## src/rtl/lkvc_pkg.sv

```systemverilog
`timescale 1ns / 1ps

package lkvc_pkg;

    localparam int MAX_ENTRIES_DEF = 16;
    localparam int KEY_W           = 32;
    localparam int VAL_W           = 32;
    localparam int CAP_W           = 5;

    localparam logic [CAP_W-1:0] CAP_RESET  = CAP_W'(16);
    localparam logic [VAL_W-1:0] MISS_VALUE = '1;
    localparam logic [VAL_W-1:0] PUT_VALUE  = '0;

    typedef enum logic {
        FUNC_GET = 1'b0,
        FUNC_PUT = 1'b1
    } func_t;

    typedef struct packed {
        logic                    valid;
        logic signed [KEY_W-1:0] key;
        logic signed [VAL_W-1:0] value;
    } entry_t;

    typedef struct packed {
        logic capture;
        logic load;
    } cell_ctrl_t;

endpackage

```

## src/rtl/lkvc_req_if.sv

```systemverilog
`timescale 1ns / 1ps

interface lkvc_req_if;

    logic                             valid;
    logic                             ready;
    logic                             func;
    logic signed [lkvc_pkg::KEY_W-1:0] key;
    logic signed [lkvc_pkg::VAL_W-1:0] value;

    modport source (output valid, output func, output key, output value, input ready);
    modport sink (input valid, input func, input key, input value, output ready);

endinterface

```

## src/rtl/lkvc_rsp_if.sv

```systemverilog
`timescale 1ns / 1ps

interface lkvc_rsp_if;

    logic                              valid;
    logic                              ready;
    logic                              found;
    logic signed [lkvc_pkg::VAL_W-1:0] read_value;
    logic                              evicted;

    modport source (output valid, output found, output read_value, output evicted,
                    input ready);
    modport sink (input valid, input found, input read_value, input evicted,
                  output ready);

endinterface

```

## src/rtl/lkvc_cfg_if.sv

```systemverilog
`timescale 1ns / 1ps

interface lkvc_cfg_if;

    logic                        valid;
    logic                        ready;
    logic [lkvc_pkg::CAP_W-1:0]  capacity;

    modport source (output valid, output capacity, input ready);
    modport sink (input valid, input capacity, output ready);

endinterface

```

## src/rtl/lkvc_cell.sv

```systemverilog
`timescale 1ns / 1ps

module lkvc_cell (
    input  logic                               clk,
    input  logic                               rst_n,
    input  lkvc_pkg::cell_ctrl_t               ctrl,
    input  logic signed [lkvc_pkg::KEY_W-1:0]  lookup_key,
    input  lkvc_pkg::entry_t                   nb_entry,
    output lkvc_pkg::entry_t                   entry,
    output logic                               match
);

    logic                              valid_reg;
    logic signed [lkvc_pkg::KEY_W-1:0] key_reg;
    logic signed [lkvc_pkg::VAL_W-1:0] value_reg;
    logic                              match_reg;

    always_ff @(posedge clk or negedge rst_n)
    begin
        if (!rst_n)
        begin
            valid_reg <= 1'b0;
            match_reg <= 1'b0;
        end
        else
        begin
            if (ctrl.load)
            begin
                valid_reg <= nb_entry.valid;
            end
            if (ctrl.capture)
            begin
                match_reg <= valid_reg && (key_reg == lookup_key);
            end
        end
    end

    always_ff @(posedge clk)
    begin
        if (ctrl.load)
        begin
            key_reg   <= nb_entry.key;
            value_reg <= nb_entry.value;
        end
    end

    assign entry.valid = valid_reg;
    assign entry.key   = key_reg;
    assign entry.value = value_reg;
    assign match       = match_reg;

endmodule

```

## src/rtl/lru_key_value_cache_core.sv

```systemverilog
`timescale 1ns / 1ps
// A request beat is taken only while no other request is in flight, so the cache works on
// one request at a time. On acceptance the key is compared in every cell of the recency
// chain and the match is registered; then the chain shifts and the response is registered.
// A stalled response holds the chain update until the response slot frees.
// Reset clears all entries, the live count and the pending work, and sets capacity to 16.

module lru_key_value_cache_core #(
    parameter int MAX_ENTRIES = lkvc_pkg::MAX_ENTRIES_DEF
) (
    input  logic       clk,
    input  logic       rst_n,
    lkvc_req_if.sink   req,
    lkvc_rsp_if.source rsp,
    lkvc_cfg_if.sink   cfg
);

    localparam int CW   = $clog2(MAX_ENTRIES + 1);
    localparam int IW   = $clog2(MAX_ENTRIES);
    localparam int CMPW = (CW > lkvc_pkg::CAP_W) ? CW : lkvc_pkg::CAP_W;
    localparam logic [CMPW-1:0] MAX_C = CMPW'(MAX_ENTRIES);

    logic [lkvc_pkg::CAP_W-1:0]        capacity_reg;
    logic [CW-1:0]                     live_reg;
    logic [CW-1:0]                     live_next;
    logic                              busy_reg;
    logic                              busy_next;
    logic                              func_reg;
    logic signed [lkvc_pkg::KEY_W-1:0] key_reg;
    logic signed [lkvc_pkg::VAL_W-1:0] value_reg;

    logic                              out_valid_reg;
    logic                              out_valid_next;
    logic                              found_reg;
    logic signed [lkvc_pkg::VAL_W-1:0] read_value_reg;
    logic                              evicted_reg;

    lkvc_pkg::entry_t     entries [MAX_ENTRIES];
    lkvc_pkg::cell_ctrl_t ctrls   [MAX_ENTRIES];
    lkvc_pkg::entry_t     front;
    logic [MAX_ENTRIES-1:0] hit_vec;

    logic                              accept;
    logic                              done;
    logic                              update;
    logic                              hit;
    logic [IW-1:0]                     hit_idx;
    logic signed [lkvc_pkg::VAL_W-1:0] hit_value;
    logic                              is_put;
    logic                              insert;
    logic                              evict;
    logic [CMPW-1:0]                   cap_ext;
    logic [CMPW-1:0]                   eff_cap;
    logic [CW-1:0]                     limit;

    assign accept    = req.valid && req.ready;
    assign req.ready = !busy_reg;
    assign cfg.ready = 1'b1;
    assign done      = busy_reg && (!out_valid_reg || rsp.ready);

    always_comb
    begin
        hit_idx   = '0;
        hit_value = '0;
        for (int i = 0; i < MAX_ENTRIES; i++)
        begin
            if (hit_vec[i])
            begin
                hit_idx   = hit_idx | IW'(i);
                hit_value = hit_value | entries[i].value;
            end
        end
    end

    always_comb
    begin
        hit     = |hit_vec;
        is_put  = (func_reg == lkvc_pkg::FUNC_PUT);
        insert  = is_put && !hit;
        cap_ext = CMPW'(capacity_reg);
        if (cap_ext == '0)
        begin
            eff_cap = CMPW'(1);
        end
        else if (cap_ext > MAX_C)
        begin
            eff_cap = MAX_C;
        end
        else
        begin
            eff_cap = cap_ext;
        end
        evict  = insert && (CMPW'(live_reg) >= eff_cap);
        update = done && (hit || is_put);
        if (hit)
        begin
            limit = CW'(hit_idx) + CW'(1);
        end
        else if (evict)
        begin
            limit = live_reg;
        end
        else
        begin
            limit = live_reg + CW'(1);
        end
    end

    // The entry that lands at the most recent end of the chain.
    always_comb
    begin
        front.valid = 1'b1;
        front.key   = key_reg;
        front.value = is_put ? value_reg : hit_value;
    end

    always_comb
    begin
        for (int i = 0; i < MAX_ENTRIES; i++)
        begin
            ctrls[i].capture = accept;
            ctrls[i].load    = update && ((i == 0) || (CW'(i) < limit));
        end
    end

    genvar g;
    generate
        for (g = 0; g < MAX_ENTRIES; g++)
        begin : g_cell
            lkvc_pkg::entry_t nb;
            if (g == 0)
            begin : g_head
                assign nb = front;
            end
            else
            begin : g_body
                assign nb = entries[g-1];
            end
            lkvc_cell u_cell (
                .clk        (clk),
                .rst_n      (rst_n),
                .ctrl       (ctrls[g]),
                .lookup_key (req.key),
                .nb_entry   (nb),
                .entry      (entries[g]),
                .match      (hit_vec[g])
            );
        end
    endgenerate

    always_comb
    begin
        busy_next = busy_reg;
        if (accept)
        begin
            busy_next = 1'b1;
        end
        else if (done)
        begin
            busy_next = 1'b0;
        end
        out_valid_next = out_valid_reg;
        if (done)
        begin
            out_valid_next = 1'b1;
        end
        else if (rsp.ready)
        begin
            out_valid_next = 1'b0;
        end
        live_next = live_reg;
        if (done && insert && !evict)
        begin
            live_next = live_reg + CW'(1);
        end
    end

    always_ff @(posedge clk or negedge rst_n)
    begin
        if (!rst_n)
        begin
            capacity_reg  <= lkvc_pkg::CAP_RESET;
            live_reg      <= '0;
            busy_reg      <= 1'b0;
            out_valid_reg <= 1'b0;
        end
        else
        begin
            if (cfg.valid && cfg.ready)
            begin
                capacity_reg <= cfg.capacity;
            end
            live_reg      <= live_next;
            busy_reg      <= busy_next;
            out_valid_reg <= out_valid_next;
        end
    end

    always_ff @(posedge clk)
    begin
        if (accept)
        begin
            func_reg  <= req.func;
            key_reg   <= req.key;
            value_reg <= req.value;
        end
        if (done)
        begin
            found_reg   <= hit;
            evicted_reg <= evict;
            if (is_put)
            begin
                read_value_reg <= lkvc_pkg::PUT_VALUE;
            end
            else if (hit)
            begin
                read_value_reg <= hit_value;
            end
            else
            begin
                read_value_reg <= lkvc_pkg::MISS_VALUE;
            end
        end
    end

    assign rsp.valid      = out_valid_reg;
    assign rsp.found      = found_reg;
    assign rsp.read_value = read_value_reg;
    assign rsp.evicted    = evicted_reg;

endmodule

```

## src/flat_wrapper.sv

```systemverilog
// flat-port wrapper written by rule: the top's interface ports become plain ports
module lru_key_value_cache_core_flat 
#(
    parameter int MAX_ENTRIES = lkvc_pkg::MAX_ENTRIES_DEF
)
  (clk, rst_n, req_valid, req_func, req_key, req_value, req_ready, rsp_valid, rsp_found, rsp_read_value, rsp_evicted, rsp_ready, cfg_valid, cfg_capacity, cfg_ready);
  lkvc_req_if req_i ();
  lkvc_rsp_if rsp_i ();
  lkvc_cfg_if cfg_i ();
  input  logic clk;
  input  logic rst_n;
  input wire logic [$bits(req_i.valid)-1:0] req_valid;
  input wire logic [$bits(req_i.func)-1:0] req_func;
  input wire logic [$bits(req_i.key)-1:0] req_key;
  input wire logic [$bits(req_i.value)-1:0] req_value;
  output wire logic [$bits(req_i.ready)-1:0] req_ready;
  output wire logic [$bits(rsp_i.valid)-1:0] rsp_valid;
  output wire logic [$bits(rsp_i.found)-1:0] rsp_found;
  output wire logic [$bits(rsp_i.read_value)-1:0] rsp_read_value;
  output wire logic [$bits(rsp_i.evicted)-1:0] rsp_evicted;
  input wire logic [$bits(rsp_i.ready)-1:0] rsp_ready;
  input wire logic [$bits(cfg_i.valid)-1:0] cfg_valid;
  input wire logic [$bits(cfg_i.capacity)-1:0] cfg_capacity;
  output wire logic [$bits(cfg_i.ready)-1:0] cfg_ready;
  assign req_i.valid = req_valid;
  assign req_i.func = req_func;
  assign req_i.key = req_key;
  assign req_i.value = req_value;
  assign req_ready = req_i.ready;
  assign rsp_valid = rsp_i.valid;
  assign rsp_found = rsp_i.found;
  assign rsp_read_value = rsp_i.read_value;
  assign rsp_evicted = rsp_i.evicted;
  assign rsp_i.ready = rsp_ready;
  assign cfg_i.valid = cfg_valid;
  assign cfg_i.capacity = cfg_capacity;
  assign cfg_ready = cfg_i.ready;
  lru_key_value_cache_core #(.MAX_ENTRIES(MAX_ENTRIES)) u_core (.clk(clk), .rst_n(rst_n), .req(req_i), .rsp(rsp_i), .cfg(cfg_i));
endmodule
```

## config.mk

```make
export PLATFORM = sky130hd
export DESIGN_NAME = lru_key_value_cache_core_flat
export DESIGN_NICKNAME = d
export VERILOG_FILES = /design/src/rtl/lkvc_pkg.sv /design/src/rtl/lkvc_req_if.sv /design/src/rtl/lkvc_rsp_if.sv /design/src/rtl/lkvc_cfg_if.sv /design/src/rtl/lkvc_cell.sv /design/src/rtl/lru_key_value_cache_core.sv /design/src/flat_wrapper.sv
export SDC_FILE = /design/constraint.sdc
export NUM_CORES = 1
export LEC_CHECK = 0
export ABC_AREA = 1
export BUFFER_PORTS_ARGS = -buffer_cell sky130_fd_sc_hd__clkbuf_2
export CAP_MARGIN = 20
export CORE_UTILIZATION = 60
export CTS_CLUSTER_DIAMETER = 200
export CTS_CLUSTER_SIZE = 40
export DETAILED_ROUTE_END_ITERATION = 6
export PLACE_DENSITY = 0.86
export SYNTH_ARGS = -nofsm -noshare
export SYNTH_HDL_FRONTEND = slang
export SYNTH_HIERARCHICAL = 1
export SYNTH_SLANG_ARGS = --single-unit
```

## constraint.sdc

```tcl
create_clock -name clk -period 13.75 [get_ports clk]
set_clock_uncertainty 0.05 [all_clocks]
set_input_delay 2.75 -clock clk [delete_from_list [all_inputs] [get_ports clk]]
set_output_delay 2.75 -clock clk [all_outputs]
set_load 0.02 [all_outputs]
```

==> flow_metrics.env <==
export IMPL_htree_levels=2
export IMPL_grt_pass1_vias=29700
export IMPL_final_core_util_pct=64.4
export IMPL_syn_to_final_growth_pct=5.86
export IMPL_grt_max_degree=70
export IMPL_cts_resized=0
export IMPL_track_usage_pct=26.3
export IMPL_die_area_um2=82900
export IMPL_cp_cell_sequence="clkbuf_2 > inv_1 > nand2_1 > nand2_1 > inv_2 > nand2_1 > nor2_8 > buf_4 > nand2_2 > nor2_4 > buf_4 > mux2_2"
export IMPL_cts_buffer_depth=3
export IMPL_rows=104
export IMPL_syn_area_um2=49100
export IMPL_drt_pass1_iterations=7
export IMPL_drv_cap=0
export IMPL_max_freq_ghz=0.175
export IMPL_clock_sinks=1167
export IMPL_vias=31000
export IMPL_hold_viol=0
export IMPL_clk_pin_slew_ns=0.14
export IMPL_postCtsSetupRepairBufs=0
export IMPL_routedWlPerCell_um=20.1
export IMPL_first_iter_violations=3858
export IMPL_power_leakage_nw=21.0
export IMPL_gp_congestion=0.921
export IMPL_crit_buf_inv=5
export IMPL_io_buffers=110
export IMPL_cts_hold_buf=0
export IMPL_avgSynthCellArea_um2=11.5
export IMPL_die_x_um=288
export IMPL_slew_violations=0
export IMPL_path_max_fanout=44
export IMPL_hold_worst_slack_ns=0.337
export IMPL_period_minus_slack_ns=5.70
export IMPL_overflow=0
export IMPL_grt_pass1_wl_um=165000
export IMPL_min_path_type="reg -> reg"
export IMPL_cpPeakStageDelay_ns=0.68
export IMPL_fin_nets=4450
export IMPL_rsz0062_at_grt="false"
export IMPL_dp_cells=5391
export IMPL_crit_slowest_cell="nor2_4"
export IMPL_cp_start_kind="input pin"
export IMPL_setup_violations=0
export IMPL_setup_tns_final_ns=0
export IMPL_worstPathArrival_ns=6.17
export IMPL_fillerInstances=5583
export IMPL_yosys_warnings=6
export IMPL_cpMostUsedCell="nand2_1"
export IMPL_critPathKind="in -> reg"
export IMPL_die_h_um=288
export IMPL_critical_path_top_delay_family="simple AND/OR/NAND/NOR gates"
export IMPL_hpwl_um=75700
export IMPL_antenna_found_initial=7
export IMPL_status="finished with violations"
export IMPL_initial_core_util_pct=60.8
export IMPL_routed_via_density=5.68
export IMPL_violations="design-rule violations"
export IMPL_ant_nets=0
export IMPL_postSynthCellCount=4276
export IMPL_required_ns=14.22
export IMPL_clk_insertion_delay_late_ns=0.63
export IMPL_wl_um=110000
export IMPL_worst_setup_path_end_kind="flip-flop"
export IMPL_slew_headroom_pct=31.4
export IMPL_clockRootBuffer="clkbuf_16"
export IMPL_worst_slack_ns=8.05
export IMPL_dpl_worst_slack_ns=7.38
export IMPL_cts_buffers=35
export IMPL_drive_gt1_share_pct=6.92
export IMPL_worst_pin_slew_ns=1.03
export IMPL_drc=3
export IMPL_coreArea_um2=80700
export IMPL_tritoncts="built"
export IMPL_num_io_pins=112
export IMPL_irDropWorstVdd_mv=0.177
export IMPL_period_share_pct=41.4
export IMPL_instances_no_fill=5459
export IMPL_power_density_nw_per_um2=159
-- worst reg2reg max path, delay by kind of cell (launching register included) --
kind | cells | cell delay, ns
buffers and inverters | 4 | 1.74
and+or+nand+nor | 9 | 2.83
DFF | 1 | 0.35
muxes | 1 | 0.41
-- worst paths after layout --
kind / start / slack, ns / cells past startpoint / to
max: rsp_ready / 8.05 / 12 / u_core/g_cell[10].u_cell/valid_reg
min: u_core/key_reg[13] / 0.34 / 0 / u_core/g_cell[0].u_cell/key_reg[13]
max reg2reg: u_core/g_cell[12].u_cell/match / 8.27 / 14 / u_core/g_cell[10].u_cell/valid_reg
min reg2reg: u_core/key_reg[13] / 0.34 / 0 / u_core/g_cell[0].u_cell/key_reg[13]
max in group asynchronous: rst_n / 11.03 / 2 / u_core/g_cell[11].u_cell/valid_reg
min in group asynchronous: rst_n / 2.14 / 2 / u_core/cap_ext[1]
-- layout make-up --
class | count | area, µm² | share of cell area, %
multi-input combinational | 2343 | 11400 | 21.9
antenna | 5 | 12.5 | 0.0241
clock buffer | 62 | 1020 | 1.96
tap | 1060 | 1330 | 2.55
timing repair buffer | 145 | 813 | 1.57
clock inverter | 1 | 30.0 | 0.0578
inverter | 676 | 2540 | 4.90
sequential | 1167 | 34800 | 67.0
-- stage by stage --
stage               area (µm²)  power [mW]
global route             52000        8.58
detailed placement       50900        6.82
CTS                      51900        8.26
global placement         50900        6.70
floorplan                49100        6.29
finish                   52000        8.27
-- cell usage in the layout, fill, tap and decap left out, types with 3 or more instances in the layout --
cell	count
a21oi_4	3
a211oi_1	7
o22ai_1	16
a21oi_1	36
nand2_2	9
nor2_1	259
nor2_2	20
or2_2	33
inv_2	7
ha_1	7
clkbuf_1	25
a22o_1	45
mux2_2	19
dfrtp_1	43
edfxtp_1	1123
o21ai_0	63
nand2_4	4
nor2_4	10
nand2_1	1362
clkbuf_16	37
xor2_1	36
nand3_2	7
a41o_1	7
nand3_1	108
xnor2_1	113
buf_4	35
diode_2	5
a221oi_1	80
clkbuf_2	110
inv_1	667
nand4_1	84
-- per-layer routing --
layer,routed length (µm),vias to the layer above,global-route usage [%]
li1,-,14300,-
met1,42900,14900,35.9
met2,50700,1635,42.0
met3,13100,174,7.16
met4,3030,4,7.08
met5,23,-,0
-- power breakdown --
group          internal (mW)  switching, mW
sequential              4.98          0.410
clock                  0.523          0.975
combinational          0.345           1.03
Note: power is estimated with default switching activity, not from simulation.
